<file path="config.mk">
export PLATFORM = sky130hd
export DESIGN_NAME = priority_preemptive_scheduler
export DESIGN_NICKNAME = d
export VERILOG_FILES = /design/src/rtl/core/pps_pkg.sv /design/src/rtl/core/priority_preemptive_scheduler.sv /design/src/rtl/core/pps_table.sv /design/src/rtl/core/pps_scan.sv
export VERILOG_INCLUDE_DIRS = /design/src /design/src/rtl/core
export SDC_FILE = /design/constraint.sdc
export NUM_CORES = 2
export LEC_CHECK = 0
export BUFFER_PORTS_ARGS = -buffer_cell sky130_fd_sc_hd__buf_2
export CAP_MARGIN = 5
export CORE_MARGIN = 4
export CORE_UTILIZATION = 57
export DETAILED_ROUTE_END_ITERATION = 8
export GPL_ROUTABILITY_DRIVEN = 0
export PLACE_DENSITY = 0.76
export SYNTH_ARGS = -nofsm -noshare
export SYNTH_HDL_FRONTEND = slang
export SYNTH_HIERARCHICAL = 1
export SYNTH_SLANG_ARGS = --single-unit
export TNS_END_PERCENT = 30
</file>
<file path="constraint.sdc">
create_clock -name i_clk -period 8 [get_ports i_clk]
set_clock_uncertainty 0.05 [all_clocks]
set_input_delay 0 -clock i_clk [delete_from_list [all_inputs] [get_ports i_clk]]
set_output_delay 0 -clock i_clk [all_outputs]
set_load 0.05 [all_outputs]
</file>
<file path="src/rtl/core/assert_macros.svh">
// Assertion helpers shared by the RTL.
`ifndef ASSERT_MACROS_SVH
`define ASSERT_MACROS_SVH

// Property that must hold at every clock edge out of reset.
`define ASSERT_ALWAYS(lbl, clk, rst_n, expr) \
    lbl: assert property (@(posedge clk) disable iff (!rst_n) (expr)) \
        else $error("assertion failed");

// When ante holds, cons must hold in the next cycle.
`define ASSERT_NEXT(lbl, clk, rst_n, ante, cons) \
    lbl: assert property (@(posedge clk) disable iff (!rst_n) (ante) |=> (cons)) \
        else $error("assertion failed");

`endif

</file>
<file path="src/rtl/core/pps_pkg.sv">
`timescale 1ns / 1ps

package pps_pkg;

    // Fixed field widths
    localparam int ARR_W   = 16;
    localparam int BURST_W = 16;
    localparam int PRIO_W  = 8;
    localparam int PID_W   = 5;
    localparam int RES_W   = 21;

    // Sequencer states
    typedef enum logic [2:0] {
        S_LOAD,
        S_SCAN,
        S_UPD,
        S_OUT_RD,
        S_OUT_WR
    } t_state;

    // Controls from the sequencer to the scan unit
    typedef struct packed {
        logic clear;
        logic eval;
    } t_scan_ctl;

endpackage

</file>
<file path="src/rtl/core/priority_preemptive_scheduler.sv">
`timescale 1ns / 1ps
// Preemptive priority scheduler.
// Input channel (i_valid/o_ready) takes one process record per beat: arrival,
// burst, priority and a last-record flag. Records load one per cycle into a
// table of MAX_PROCS entries; records beyond that are dropped.
// The beat with last_record set starts the run. The block drops o_ready and
// steps through scheduling decisions: each one scans the table (one entry a
// cycle through the registered read port) and then applies the decision in
// S_UPD. A decision either finishes a process, stops at the next arrival or
// idles forward, so a run takes at most about 3n decisions for n records.
// Results then leave on the output channel (o_valid/i_ready) in load order:
// each is read from the table (S_OUT_RD), then loaded into the output
// register (S_OUT_WR); the last one carries o_last_result. A stalled receiver
// holds the output register and the sequencer waits; the next batch can start
// loading while the final result still waits to be taken.
// Reset (synchronous, active low) empties the table and returns to loading;
// the record memories need no clearing pass.
`include "assert_macros.svh"

module priority_preemptive_scheduler #(
    parameter int MAX_PROCS = 16
) (
    input  logic                          i_clk,
    input  logic                          i_rst_n,
    input  logic                          i_valid,
    output logic                          o_ready,
    input  logic [pps_pkg::ARR_W-1:0]     i_arrival_time,
    input  logic [pps_pkg::BURST_W-1:0]   i_burst_length,
    input  logic [pps_pkg::PRIO_W-1:0]    i_priority_level,
    input  logic                          i_last_record,
    output logic                          o_valid,
    input  logic                          i_ready,
    output logic [pps_pkg::PID_W-1:0]     o_process_id,
    output logic [pps_pkg::RES_W-1:0]     o_turnaround,
    output logic [pps_pkg::RES_W-1:0]     o_response,
    output logic [pps_pkg::RES_W-1:0]     o_waiting,
    output logic                          o_last_result
);
    import pps_pkg::*;

    localparam int IDX_W  = $clog2(MAX_PROCS);
    localparam int CNT_W  = $clog2(MAX_PROCS + 1);
    localparam int TIME_W = 17 + IDX_W;
    localparam int WIDE_W = (TIME_W > RES_W) ? TIME_W : RES_W;
    localparam int PIDW_W = (CNT_W > PID_W) ? CNT_W : PID_W;

    t_state n_state;
    t_state r_state;

    logic [CNT_W-1:0]    r_count;
    logic [CNT_W-1:0]    r_idx;
    logic [CNT_W-1:0]    r_pidx;
    logic                r_pv;
    logic [TIME_W-1:0]   r_tick;
    logic [CNT_W-1:0]    r_done;
    logic [MAX_PROCS-1:0] r_started;

    logic                r_out_vld;
    logic [PID_W-1:0]    r_out_pid;
    logic [RES_W-1:0]    r_out_tat;
    logic [RES_W-1:0]    r_out_rsp;
    logic [RES_W-1:0]    r_out_wt;
    logic                r_out_last;

    // Sequencer outputs
    logic      w_in_acc;
    logic      w_store;
    logic      w_issue;
    logic      w_st_we;
    logic      w_dy_we;
    logic      w_out_load;
    t_scan_ctl w_scan_ctl;

    // Table read data
    logic [ARR_W-1:0]   w_rd_arr;
    logic [BURST_W-1:0] w_rd_burst;
    logic [PRIO_W-1:0]  w_rd_prio;
    logic [BURST_W-1:0] w_rd_rem;
    logic [TIME_W-1:0]  w_rd_first;
    logic [TIME_W-1:0]  w_rd_finish;

    // Table write data
    logic [IDX_W-1:0]   w_wr_addr;
    logic [BURST_W-1:0] w_ld_burst;
    logic [BURST_W-1:0] w_wr_rem;
    logic [TIME_W-1:0]  w_wr_first;
    logic [TIME_W-1:0]  w_wr_finish;

    // Scan results
    logic               w_have_best;
    logic [IDX_W-1:0]   w_best_idx;
    logic [BURST_W-1:0] w_best_rem;
    logic [TIME_W-1:0]  w_best_first;
    logic [TIME_W-1:0]  w_best_finish;
    logic               w_have_next;
    logic [ARR_W-1:0]   w_next_arr;

    // Dispatch update
    logic [TIME_W-1:0]  w_next_ext;
    logic [TIME_W-1:0]  w_end;
    logic [TIME_W-1:0]  w_stop;
    logic [TIME_W-1:0]  w_delta;
    logic [BURST_W-1:0] w_rem_new;
    logic               w_fin;
    logic               w_batch_done;
    logic [CNT_W-1:0]   w_last_idx;

    // Result arithmetic
    logic [WIDE_W-1:0]  w_tat;
    logic [WIDE_W-1:0]  w_rsp;
    logic [WIDE_W-1:0]  w_wt;
    logic [PIDW_W-1:0]  w_pid;

    pps_table #(
        .MAX_PROCS (MAX_PROCS),
        .TIME_W    (TIME_W)
    ) u_table (
        .i_clk        (i_clk),
        .i_st_we      (w_st_we),
        .i_dy_we      (w_dy_we),
        .i_wr_addr    (w_wr_addr),
        .i_wr_arrival (i_arrival_time),
        .i_wr_burst   (w_ld_burst),
        .i_wr_prio    (i_priority_level),
        .i_wr_rem     (w_wr_rem),
        .i_wr_first   (w_wr_first),
        .i_wr_finish  (w_wr_finish),
        .i_rd_addr    (r_idx[IDX_W-1:0]),
        .o_rd_arrival (w_rd_arr),
        .o_rd_burst   (w_rd_burst),
        .o_rd_prio    (w_rd_prio),
        .o_rd_rem     (w_rd_rem),
        .o_rd_first   (w_rd_first),
        .o_rd_finish  (w_rd_finish)
    );

    pps_scan #(
        .MAX_PROCS (MAX_PROCS),
        .TIME_W    (TIME_W)
    ) u_scan (
        .i_clk         (i_clk),
        .i_rst_n       (i_rst_n),
        .i_ctl         (w_scan_ctl),
        .i_idx         (r_pidx[IDX_W-1:0]),
        .i_tick        (r_tick),
        .i_arrival     (w_rd_arr),
        .i_prio        (w_rd_prio),
        .i_rem         (w_rd_rem),
        .i_first       (w_rd_first),
        .i_finish      (w_rd_finish),
        .o_have_best   (w_have_best),
        .o_best_idx    (w_best_idx),
        .o_best_rem    (w_best_rem),
        .o_best_first  (w_best_first),
        .o_best_finish (w_best_finish),
        .o_have_next   (w_have_next),
        .o_next_arr    (w_next_arr)
    );

    // Dispatch: run the chosen process until it ends or the next arrival
    always_comb begin
        w_last_idx   = r_count - CNT_W'(1);
        w_next_ext   = {{(TIME_W-ARR_W){1'b0}}, w_next_arr};
        w_end        = r_tick + {{(TIME_W-BURST_W){1'b0}}, w_best_rem};
        w_stop       = (w_have_next && (w_next_ext < w_end)) ? w_next_ext : w_end;
        w_delta      = w_stop - r_tick;
        w_rem_new    = w_best_rem - w_delta[BURST_W-1:0];
        w_fin        = w_have_best && (w_rem_new == '0);
        w_batch_done = w_fin && ((r_done + CNT_W'(1)) == r_count);
    end

    // Table write mux: load writes the new record, update writes progress
    always_comb begin
        w_ld_burst = (i_burst_length == '0) ? BURST_W'(1) : i_burst_length;
        if (r_state == S_LOAD) begin
            w_wr_addr   = r_count[IDX_W-1:0];
            w_wr_rem    = w_ld_burst;
            w_wr_first  = '0;
            w_wr_finish = '0;
        end else begin
            w_wr_addr   = w_best_idx;
            w_wr_rem    = w_rem_new;
            w_wr_first  = r_started[w_best_idx] ? w_best_first : r_tick;
            w_wr_finish = (w_rem_new == '0) ? w_stop : w_best_finish;
        end
    end

    // Result arithmetic, reported modulo 2^21
    always_comb begin
        w_tat = WIDE_W'(w_rd_finish) - WIDE_W'(w_rd_arr);
        w_rsp = WIDE_W'(w_rd_first) - WIDE_W'(w_rd_arr);
        w_wt  = w_tat - WIDE_W'(w_rd_burst);
        w_pid = PIDW_W'(r_idx) + PIDW_W'(1);
    end

    // Next state
    always_comb begin
        n_state = r_state;
        case (r_state)
            S_LOAD: begin
                if (i_valid && i_last_record) begin
                    n_state = S_SCAN;
                end
            end
            S_SCAN: begin
                if (r_pv && (r_pidx == w_last_idx)) begin
                    n_state = S_UPD;
                end
            end
            S_UPD: begin
                n_state = w_batch_done ? S_OUT_RD : S_SCAN;
            end
            S_OUT_RD: begin
                n_state = S_OUT_WR;
            end
            S_OUT_WR: begin
                if (w_out_load) begin
                    n_state = (r_idx == w_last_idx) ? S_LOAD : S_OUT_RD;
                end
            end
            default: begin
                n_state = S_LOAD;
            end
        endcase
    end

    // Sequencer outputs
    always_comb begin
        o_ready          = 1'b0;
        w_issue          = 1'b0;
        w_out_load       = 1'b0;
        w_dy_we          = 1'b0;
        w_scan_ctl.clear = 1'b0;
        w_scan_ctl.eval  = r_pv;
        case (r_state)
            S_LOAD: begin
                o_ready          = 1'b1;
                w_scan_ctl.clear = i_valid && i_last_record;
            end
            S_SCAN: begin
                w_issue = (r_idx < r_count);
            end
            S_UPD: begin
                w_dy_we          = w_have_best;
                w_scan_ctl.clear = 1'b1;
            end
            S_OUT_RD: begin
            end
            S_OUT_WR: begin
                w_out_load = !r_out_vld || i_ready;
            end
            default: begin
            end
        endcase
        w_in_acc = i_valid && o_ready;
        w_store  = w_in_acc && (r_count < CNT_W'(MAX_PROCS));
        w_st_we  = w_store;
        w_dy_we  = w_dy_we || w_store;
    end

    // Control registers
    always_ff @(posedge i_clk) begin
        if (!i_rst_n) begin
            r_state   <= S_LOAD;
            r_count   <= '0;
            r_idx     <= '0;
            r_pidx    <= '0;
            r_pv      <= 1'b0;
            r_tick    <= '0;
            r_done    <= '0;
            r_started <= '0;
            r_out_vld <= 1'b0;
        end else begin
            r_state <= n_state;
            r_pv    <= w_issue;
            r_pidx  <= r_idx;

            if (w_store) begin
                r_count <= r_count + CNT_W'(1);
            end

            // Batch start
            if (w_in_acc && i_last_record) begin
                r_idx     <= '0;
                r_tick    <= '0;
                r_done    <= '0;
                r_started <= '0;
            end

            if (w_issue) begin
                r_idx <= r_idx + CNT_W'(1);
            end

            // Decision update
            if (r_state == S_UPD) begin
                r_idx  <= '0;
                r_tick <= w_have_best ? w_stop : w_next_ext;
                if (w_have_best) begin
                    r_started[w_best_idx] <= 1'b1;
                end
                if (w_fin) begin
                    r_done <= r_done + CNT_W'(1);
                end
            end

            // Result beat loaded; last one closes the batch
            if (w_out_load) begin
                if (r_idx == w_last_idx) begin
                    r_idx     <= '0;
                    r_count   <= '0;
                    r_tick    <= '0;
                    r_done    <= '0;
                    r_started <= '0;
                end else begin
                    r_idx <= r_idx + CNT_W'(1);
                end
            end

            if (w_out_load) begin
                r_out_vld <= 1'b1;
            end else if (i_ready) begin
                r_out_vld <= 1'b0;
            end
        end
    end

    // Output payload register
    always_ff @(posedge i_clk) begin
        if (w_out_load) begin
            r_out_pid  <= w_pid[PID_W-1:0];
            r_out_tat  <= w_tat[RES_W-1:0];
            r_out_rsp  <= w_rsp[RES_W-1:0];
            r_out_wt   <= w_wt[RES_W-1:0];
            r_out_last <= (r_idx == w_last_idx);
        end
    end

    assign o_valid       = r_out_vld;
    assign o_process_id  = r_out_pid;
    assign o_turnaround  = r_out_tat;
    assign o_response    = r_out_rsp;
    assign o_waiting     = r_out_wt;
    assign o_last_result = r_out_last;

    // Checks
    `ASSERT_ALWAYS(a_count_max, i_clk, i_rst_n, r_count <= CNT_W'(MAX_PROCS))
    `ASSERT_ALWAYS(a_done_max, i_clk, i_rst_n, r_done <= r_count)
    `ASSERT_ALWAYS(a_upd_live, i_clk, i_rst_n, !(r_state == S_UPD && w_have_best) || (w_best_rem != '0))
    `ASSERT_NEXT(a_batch_end, i_clk, i_rst_n, r_state == S_OUT_WR && n_state == S_LOAD, r_count == '0 && r_started == '0)

endmodule

</file>
<file path="src/rtl/core/pps_table.sv">
`timescale 1ns / 1ps

module pps_table #(
    parameter int MAX_PROCS = 16,
    parameter int TIME_W    = 21
) (
    input  logic                               i_clk,
    input  logic                               i_st_we,
    input  logic                               i_dy_we,
    input  logic [$clog2(MAX_PROCS)-1:0]       i_wr_addr,
    input  logic [pps_pkg::ARR_W-1:0]          i_wr_arrival,
    input  logic [pps_pkg::BURST_W-1:0]        i_wr_burst,
    input  logic [pps_pkg::PRIO_W-1:0]         i_wr_prio,
    input  logic [pps_pkg::BURST_W-1:0]        i_wr_rem,
    input  logic [TIME_W-1:0]                  i_wr_first,
    input  logic [TIME_W-1:0]                  i_wr_finish,
    input  logic [$clog2(MAX_PROCS)-1:0]       i_rd_addr,
    output logic [pps_pkg::ARR_W-1:0]          o_rd_arrival,
    output logic [pps_pkg::BURST_W-1:0]        o_rd_burst,
    output logic [pps_pkg::PRIO_W-1:0]         o_rd_prio,
    output logic [pps_pkg::BURST_W-1:0]        o_rd_rem,
    output logic [TIME_W-1:0]                  o_rd_first,
    output logic [TIME_W-1:0]                  o_rd_finish
);
    import pps_pkg::*;

    localparam int ST_W = ARR_W + BURST_W + PRIO_W;
    localparam int DY_W = BURST_W + 2 * TIME_W;

    // Static record: arrival, burst, priority; written on load only
    logic [ST_W-1:0] r_st_mem [MAX_PROCS];
    // Dynamic record: remaining ticks, first dispatch, completion
    logic [DY_W-1:0] r_dy_mem [MAX_PROCS];
    logic [ST_W-1:0] r_st_q;
    logic [DY_W-1:0] r_dy_q;

    // Write ports
    always_ff @(posedge i_clk) begin
        if (i_st_we) begin
            r_st_mem[i_wr_addr] <= {i_wr_arrival, i_wr_burst, i_wr_prio};
        end
        if (i_dy_we) begin
            r_dy_mem[i_wr_addr] <= {i_wr_rem, i_wr_first, i_wr_finish};
        end
    end

    // Registered read port
    always_ff @(posedge i_clk) begin
        r_st_q <= r_st_mem[i_rd_addr];
        r_dy_q <= r_dy_mem[i_rd_addr];
    end

    assign o_rd_arrival = r_st_q[ST_W-1 -: ARR_W];
    assign o_rd_burst   = r_st_q[PRIO_W +: BURST_W];
    assign o_rd_prio    = r_st_q[PRIO_W-1:0];
    assign o_rd_rem     = r_dy_q[DY_W-1 -: BURST_W];
    assign o_rd_first   = r_dy_q[TIME_W +: TIME_W];
    assign o_rd_finish  = r_dy_q[TIME_W-1:0];

endmodule

</file>
<file path="src/rtl/core/pps_scan.sv">
`timescale 1ns / 1ps

module pps_scan #(
    parameter int MAX_PROCS = 16,
    parameter int TIME_W    = 21
) (
    input  logic                               i_clk,
    input  logic                               i_rst_n,
    input  pps_pkg::t_scan_ctl                 i_ctl,
    input  logic [$clog2(MAX_PROCS)-1:0]       i_idx,
    input  logic [TIME_W-1:0]                  i_tick,
    input  logic [pps_pkg::ARR_W-1:0]          i_arrival,
    input  logic [pps_pkg::PRIO_W-1:0]         i_prio,
    input  logic [pps_pkg::BURST_W-1:0]        i_rem,
    input  logic [TIME_W-1:0]                  i_first,
    input  logic [TIME_W-1:0]                  i_finish,
    output logic                               o_have_best,
    output logic [$clog2(MAX_PROCS)-1:0]       o_best_idx,
    output logic [pps_pkg::BURST_W-1:0]        o_best_rem,
    output logic [TIME_W-1:0]                  o_best_first,
    output logic [TIME_W-1:0]                  o_best_finish,
    output logic                               o_have_next,
    output logic [pps_pkg::ARR_W-1:0]          o_next_arr
);
    import pps_pkg::*;

    localparam int IDX_W = $clog2(MAX_PROCS);

    logic               r_have_best;
    logic               r_have_next;
    logic [IDX_W-1:0]   r_best_idx;
    logic [PRIO_W-1:0]  r_best_prio;
    logic [BURST_W-1:0] r_best_rem;
    logic [TIME_W-1:0]  r_best_first;
    logic [TIME_W-1:0]  r_best_finish;
    logic [ARR_W-1:0]   r_next_arr;

    logic w_live;
    logic w_arrived;
    logic w_take_best;
    logic w_take_next;

    // One entry per beat: arrived test, priority compare, next-arrival compare
    always_comb begin
        w_live      = (i_rem != '0);
        w_arrived   = ({{(TIME_W-ARR_W){1'b0}}, i_arrival} <= i_tick);
        w_take_best = i_ctl.eval && w_live && w_arrived &&
                      (!r_have_best || (i_prio < r_best_prio));
        w_take_next = i_ctl.eval && w_live && !w_arrived &&
                      (!r_have_next || (i_arrival < r_next_arr));
    end

    // Found flags
    always_ff @(posedge i_clk) begin
        if (!i_rst_n) begin
            r_have_best <= 1'b0;
            r_have_next <= 1'b0;
        end else if (i_ctl.clear) begin
            r_have_best <= 1'b0;
            r_have_next <= 1'b0;
        end else begin
            if (w_take_best) begin
                r_have_best <= 1'b1;
            end
            if (w_take_next) begin
                r_have_next <= 1'b1;
            end
        end
    end

    // Captured candidates
    always_ff @(posedge i_clk) begin
        if (w_take_best) begin
            r_best_idx    <= i_idx;
            r_best_prio   <= i_prio;
            r_best_rem    <= i_rem;
            r_best_first  <= i_first;
            r_best_finish <= i_finish;
        end
        if (w_take_next) begin
            r_next_arr <= i_arrival;
        end
    end

    assign o_have_best   = r_have_best;
    assign o_best_idx    = r_best_idx;
    assign o_best_rem    = r_best_rem;
    assign o_best_first  = r_best_first;
    assign o_best_finish = r_best_finish;
    assign o_have_next   = r_have_next;
    assign o_next_arr    = r_next_arr;

endmodule
</file>
# --- After elaboration in Yosys (flattened, before gate mapping) ---
# Memory sizes are Yosys's and may differ from the RTL's. A register that Yosys moved wholly into a read port is not among the register bits.
# Index checks and enable logic that the tools add are counted.
totals:
  inputBits: 45
  memories: 2
  mem_bits_rw: 1568
  word_cells: 137
  out_inout_bits: 71
  register_bits: 219
op_classes:
  bitwise: 2
  muxes: 53
  n_reduce_logical: 30
  magnitude_cmp: 8
  addsub: 10
  eq_ne: 10
memory_table:
  columns: ["name", "depth", "width", "read_ports", "rd_clocked_by_memory_dff", "wr", "line_no", "text"]
  rows:
  - ["u_table.r_dy_mem", 16, 58, 1, 1, 1, "pps_table.sv:33", "logic [DY_W-1:0] r_dy_mem [MAX_PROCS];"]
  - ["u_table.r_st_mem", 16, 40, 1, 1, 1, "pps_table.sv:31", "logic [ST_W-1:0] r_st_mem [MAX_PROCS];"]
op_table:
  columns: ["operator", "n"]
  rows:
  - ["$mux W21", 10]
  - ["$mux W16", 8]
  - ["$mux W5", 13]
  - ["$sub A21 B16 Y21", 3]
  - ["$logic_not A16 Y1", 2]
  - ["$sub A16 B16 Y16", 2]
  - ["$add A21 B16 Y21", 1]
  - ["$le A16 B21 Y1", 1]
  - ["$lt A16 B21 Y1", 1]
  - ["$lt A16 B16 Y1", 1]
  - ["$or A16 B16 Y16", 1]
  - ["$reduce_bool A16 Y1", 1]
  - ["$add A5 B1 Y5 const B", 3]
  - ["$eq A5 B5 Y1", 3]
  - ["$pmux W3 S5", 1]
  - ["$logic_and A1 B1 Y1", 14]
  - ["$mux W1", 12]
  - ["$mux W3", 3]
  - ["$lt A8 B8 Y1", 1]
  - ["$eq A3 B2 Y1 const B", 2]
  - ["$lt A4 B5 Y1 const B", 1]
  - ["$lt A5 B5 Y1", 1]
  - ["$lt A5 B5 Y1 const B", 1]
  - ["$sub A5 B1 Y5 const B", 1]
  - ["other kinds (18)", 26]

# --- Longest topological paths before layout ---
depth:
  depth_word: 12
  depth_mapped: 38
  mapped_depth_nobuf: 35

# --- Modules after synthesis ---
# Netlist, hierarchy kept.
modules_own_cells:
  columns: ["module", "seq_area_each_um2", "cells_per_inst", "n_inst", "area_per_inst_um2"]
  rows:
  - ["pps_table", 49047.0, 2535, 1, 60635.7]
  - ["priority_preemptive_scheduler", 3313.2, 1266, 1, 10996.8]
  - ["pps_scan", 2622.5, 234, 1, 3673.5]

# --- Least setup slack after synthesis ---
# OpenSTA, ideal clock, no wires.
synth_path:
  path_kind: "flip-flop to flip-flop"
  startpoint: "register r_tick[0]"
  endpoint: "memory u_table/r_dy_mem[0][12] (netlist name), data pin"
  slack_ps: -823
  stages_incl_launch_ff: 37
  arrival_time_ps: 8497
  setup_ps: 277
  cell_sequence: "dfxtp_1 -> ha_1 -> inv_1 -> fa_1 -> nand2b_1 -> a211oi_1 -> o21ai_0 -> o21ai_0 -> xor2_1 -> inv_1 -> ha_1 -> a21o_1 -> a21o_1 -> a2111o_1 -> o221ai_1 -> a21oi_1 -> o2bb2a_1 -> and2_1 -> a31oi_1 -> mux2_2 -> ha_1 -> inv_1 -> ha_1 -> fa_1 -> a211oi_1 -> o21ai_0 -> a311oi_1 -> a2111oi_0 -> a311oi_1 -> o211ai_1 -> nor4_1 -> nand3_1 -> a211oi_1 -> a2111o_1 -> buf_6 -> mux2_1 -> nor2_1"
synth_between:
  elab_chain_cells: 9
synth_lines:
  columns: ["element", "line_no", "text"]
  rows:
  - ["from (decl)", "priority_preemptive_scheduler.sv:54", "logic [TIME_W-1:0] r_tick;"]
  - ["from (signal assigned)", "priority_preemptive_scheduler.sv:297", "r_tick <= w_have_best ? w_stop : w_next_ext;"]
  - ["$add A21 B16 Y21", "priority_preemptive_scheduler.sv:164", "w_end = r_tick + {{(TIME_W-BURST_W){1'b0}}, w_best_rem};"]
  - ["$lt A16 B21 Y1", "priority_preemptive_scheduler.sv:165", "w_stop = (w_have_next && (w_next_ext < w_end)) ? w_next_ext : w_end;"]
  - ["$logic_and A1 B1 Y1", "priority_preemptive_scheduler.sv:165", null]
  - ["$mux W21", "priority_preemptive_scheduler.sv:165", null]
  - ["$sub A16 B16 Y16", "priority_preemptive_scheduler.sv:166", "w_delta = w_stop - r_tick;"]
  - ["$sub A16 B16 Y16", "priority_preemptive_scheduler.sv:167", "w_rem_new = w_best_rem - w_delta[BURST_W-1:0];"]
  - ["$logic_not A16 Y1", "priority_preemptive_scheduler.sv:184", "w_wr_finish = (w_rem_new == '0) ? w_stop : w_best_finish;"]
  - ["$mux W21 *", "priority_preemptive_scheduler.sv:184", null]
  - ["$mux W21 *", "priority_preemptive_scheduler.sv:175", "if (r_state == S_LOAD) begin"]
  - ["net w_wr_finish[12]", "priority_preemptive_scheduler.sv:87", "logic [TIME_W-1:0] w_wr_finish;"]
  - ["to (decl)", "pps_table.sv:33", null]
# Mark *: on every way through the listed nets, which the timed path passes. The rest lies on a longest branch.

# --- Worst setup path after layout ---
layout_path:
  startpoint: "register u_scan.r_best_rem[0], in the netlist u_scan/o_best_rem[0]"
  endpoint: "memory u_table/r_dy_mem[10][4] (netlist name), data pin"
layout_between:
  elab_chain_cells: 9
layout_lines:
  columns: ["element", "line_no", "text"]
  rows:
  - ["from (decl)", "pps_scan.sv:33", "logic [BURST_W-1:0] r_best_rem;"]
  - ["from (signal assigned)", "pps_scan.sv:76", "r_best_rem <= i_rem;"]
  - ["$add A21 B16 Y21", "priority_preemptive_scheduler.sv:164", null]
  - ["$lt A16 B21 Y1", "priority_preemptive_scheduler.sv:165", null]
  - ["$logic_and A1 B1 Y1", "priority_preemptive_scheduler.sv:165", null]
  - ["$mux W21", "priority_preemptive_scheduler.sv:165", null]
  - ["$sub A16 B16 Y16", "priority_preemptive_scheduler.sv:166", null]
  - ["$sub A16 B16 Y16", "priority_preemptive_scheduler.sv:167", null]
  - ["$logic_not A16 Y1", "priority_preemptive_scheduler.sv:184", null]
  - ["$mux W21 *", "priority_preemptive_scheduler.sv:184", null]
  - ["$mux W21 *", "priority_preemptive_scheduler.sv:175", null]
  - ["net w_wr_finish[4]", "priority_preemptive_scheduler.sv:87", null]
# Marks and branches as above.

==> out/qor.csv <==
stage;metric;value;unit
pwr;Leakage Power;28.8;nW
critical_path;Reg2Reg Setup Slack;-0.60;ns
die;FP Rows;133;
clocking;Reg clk slew, reported paths;0.06;ns
status;status;finished, violations left;
routing;routed length per instance;29.5;um
pwr;PwrDens;250;mW/mm^2
global_routing;first-pass GRT wire length;276000;um
critical_path;type of origin of the critical path;flop;
layout;Layout area overhead;14.8;%
routing;Via density;6.44;
clocking;CTS tree;done;
status;failing checks;negative setup slack;
global_routing;initial antenna violation count;3;
sta;Final Critical Period;8.60;ns
routing;WL final;187000;um
die;Ports;116;
routing;post-route ant nets;0;
synthesis;Syn. warnings;6;
critical_path;Critical Path Max Stage Delay;0.48;ns
sta;Final Hold Vio Count;0;
clocking;total CTS buffers;174;
layout;layout cell share with drive strength beyond 1;25.8;%
clocking;Root Driver;clkbuf_16;
sta;Max-Slew Margin vs Limit;22.4;%
global_routing;gr usage total;27.5;%
layout;Reg area;0.0550;sq mm
synthesis;#FFs+latches synth;1885;
die;Die Width;371;um
placement;Post-DP HPWL;104000;um
layout;# fillers;8256;
synthesis;compound-gate portion of the synthesized area;4.53;%
critical_path;Max FO, Critical Path;16;
min_path;HP Class;in2reg;
synthesis;Adder-Cell Fraction of Synth Area;2.86;%
die;die area;0.138;sq mm
global_routing;largest net degree at the start of global routing;122;
clocking;maximum buffer depth of the clock tree;3;
layout;post-route cell area;0.0864;sq mm
clocking;clk_lat worst skew;0.80;ns
synthesis;ys async rst share;0;%
die;core footprint;0.131;sq mm
sta;Max Slew Vio Count;0;
sta;Setup Viol. Count Final;342;
layout;Core Util, Final;65.8;%
sta;Final WS setup;-0.604;ns
critical_path;Setup Crit Path Kind;reg2reg;
synthesis;Net Count, Synth;4241;
placement;dpl cell area;0.0791;sq mm
critical_path;reg2reg end;u_table/r_dy_mem[10][4];
critical_path;RR Startpoint;u_scan/o_best_rem[0];
synthesis;Post-synth top flop;edfxtp_1;
synthesis;main combinational cell family by area after synthesis;multiplexers;
routing;TritonRoute pass-1 iters;7;
sta;RSZ-0062 raised after global routing;true;
critical_path;cell repeated most along the worst path;buf_4;
critical_path;R2R depth;43;
synthesis;Syn Area/Cell;18.7;sq um
routing;via count;40853;
flow_run;Max-cap violations;0;
synthesis;most frequent cell after synthesis;edfxtp_1;
synthesis;largest cells by area after synthesis;edfxtp_1, mux4_2, dfxtp_1;
critical_path;Critical Path RT;8.54;ns
synthesis;Post-synth EDFFs;1723;
critical_path;crit path from;u_scan/o_best_rem[0];
placement;IO buf count;115;
synthesis;Synth top cells by count;edfxtp_1, mux4_2, a22oi_1, nand2_1, nor2_1;
synthesis;sequential share of the synthesized area;73.0;%
clocking;# H-tree levels;4;
routing;DR iter-0 viols;5249;
sta;Peak Freq;116;MHz
synthesis;XOR/XNOR Fraction of Synth Area;1.20;%
critical_path;Worst Path Arrival;9.14;ns
synthesis;Mapped Cells;4035;
layout;area occupied by multi-input gates;0.0199;sq mm
die;starting density of the core;57.4;%
synthesis;mux share of post-synthesis cell area;12.9;%
critical_path;CP max-delay cell;fa_1;
min_path;WHS Endpoint;u_table/r_st_mem[6][25];
synthesis;top-area cell type share of the netlist area;68.7;%
sta;Slew @ Worst Pin;1.16;ns
clocking;TritonCTS Sinks;1885;
min_path;startpoint of the worst hold path;i_arrival_time[1];
global_routing;vias in the first global route;41286;
synthesis;Mapped Area;0.0753;sq mm
synthesis;area leader, netlist;edfxtp_1;
die;Die Height;371;um
routing;DR DRC count;0;
pwr;Worst VDD drop;226;uV
synthesis;post-synthesis cell type count;77;
min_path;Min-Delay Path Depth;2;
sta;fin crit share;108;%
critical_path;CP Capture Type;flop;
layout;Final nets;4639;
synthesis;post-synthesis simple-gate area fraction;3.55;%
global_routing;remaining global-route overflow;0;
==> report_power, final <==
| part | switching (W) | internal [W] | leakage (nW) |
|---|---|---|---|
| Clock | 0.00356 | 0.00463 | 2.79 |
| Combinational | 0.00130 | 0.000827 | 8.74 |
| Sequential | 0.000148 | 0.0111 | 17.2 |
==> state kept, by name, indices dropped and copies added, names as in the netlist, 3 cells and up <==
name,cells
o_process_id,5
o_response,21
o_turnaround,21
o_waiting,21
r_count,5
r_done,5
r_idx,5
r_pidx,5
r_started,16
r_state,3
r_tick,21
u_scan/o_best_finish,21
u_scan/o_best_first,21
u_scan/o_best_idx,4
u_scan/o_best_rem,16
u_scan/o_next_arr,16
u_scan/r_best_prio,8
u_table/r_dy_mem,928
u_table/r_dy_q,58
u_table/r_st_mem,640
u_table/r_st_q,40
==> area by class of cell <==
class / instances / area share (%)
diodes: 3 / 0.00868
flip-flops and latches: 1885 / 63.6
clock inverters: 82 / 0.923
well taps: 1755 / 2.54
multi-input cells: 1824 / 23.0
repair buffers: 403 / 3.66
inverters: 145 / 0.631
clock buffers: 243 / 5.63
==> per-stage QoR <==
step,hold slack (ns),std cells,setup WS (ns),total power (W),setup TNS (ns)
floorplan,0.0489,4035,0.0394,0.0127,0
global placement,0.318,5918,-0.716,0.0134,-208.88
detailed placement,0.327,5918,-0.924,0.0135,-269.40
CTS,0.00862,6320,-0.469,0.0216,-132.58
global route,0.0754,6338,-0.855,0.0223,-254.83
finish,0.0632,6340,-0.604,0.0216,-160.74
==> worst max path at each step <==
stage               cells after the start                       end  slack (ns)
CTS                                    42   u_table/r_dy_mem[2][18]       -0.47
finish                                 43   u_table/r_dy_mem[10][4]       -0.60
floorplan                              37   u_table/r_dy_mem[0][13]        0.04
detailed placement                     37  u_table/r_dy_mem[10][20]       -0.92
global placement                       37  u_table/r_dy_mem[14][20]       -0.72
global route                           43   u_table/r_dy_mem[12][4]       -0.85
==> critical path, delay by kind of cell, from the launching register on <==
family,cells,cell delay [ns]
simple gates,6,1.11
compound gates,14,2.48
flops,1,0.36
fa+ha+maj,5,1.62
mux,2,0.49
xor+xnor,2,0.58
buf+inv,14,1.67
==> per-layer routing <==
| layer | vias up | share of wire (%) | GRT usage, % |
|---|---|---|---|
| li1 | 16978 | - | - |
| met1 | 21034 | 38 | 38.8 |
| met2 | 2449 | 48 | 43.5 |
| met3 | 388 | 10 | 5.68 |
| met4 | 4 | 3.5 | 9.50 |
| met5 | - | 0.016 | 0 |
==> timing repair <==
action,CTS,global route
cloned,4,4
endpoints found under the setup margin,342,342
hold buffers,47,0
pin swaps,39,30
buffers inserted,26,13
endpoints found under the hold margin,813,0
resized for setup,103,23
==> logic make-up after synthesis <==
family / after synthesis
adders and majority gates: 161
buffers and inverters: 328
muxes: 473
AOI/OAI and AO/OA: 496
DFF: 1885
xor gates and xnor gates: 103
and+or+nand+nor: 589
==> placed cells by master, fill, tap and decap left out, types with 9 or more instances in the layout <==
| cell type | synthesis | final |
|---|---|---|
| xor2_1 | 35 | 35 |
| nand4_1 | 12 | 12 |
| nor3_1 | 33 | 30 |
| mux4_2 | 397 | 397 |
| buf_2 | 29 | 115 |
| a21boi_0 | 9 | 9 |
| a22oi_1 | 210 | 210 |
| mux2i_4 | 0 | 19 |
| o21a_1 | 16 | 16 |
| and3_1 | 11 | 11 |
| o211ai_1 | 13 | 13 |
| nand3_1 | 40 | 40 |
| clkinv_1 | 0 | 16 |
| clkbuf_16 | 0 | 182 |
| and2_1 | 18 | 16 |
| inv_1 | 145 | 141 |
| buf_12 | 0 | 12 |
| mux2_2 | 15 | 13 |
| nor2b_1 | 20 | 18 |
| a21oi_1 | 69 | 66 |
| nand2_1 | 205 | 204 |
| dfxtp_1 | 162 | 160 |
| clkbuf_8 | 0 | 19 |
| clkinv_2 | 0 | 33 |
| nand2b_1 | 16 | 15 |
| edfxtp_1 | 1723 | 1723 |
| a21o_1 | 20 | 20 |
| ha_1 | 142 | 135 |
| bufinv_16 | 0 | 11 |
| dlygate4sd3_1 | 0 | 47 |
| clkbuf_1 | 87 | 47 |
| nor2_4 | 0 | 54 |
| mux2i_1 | 60 | 39 |
| xnor2_1 | 68 | 67 |
| nor2_1 | 185 | 130 |
| fa_1 | 19 | 16 |
| nor4_1 | 15 | 12 |
| buf_4 | 20 | 215 |
| o21ai_0 | 88 | 82 |
(Power assumes the default switching activity.)
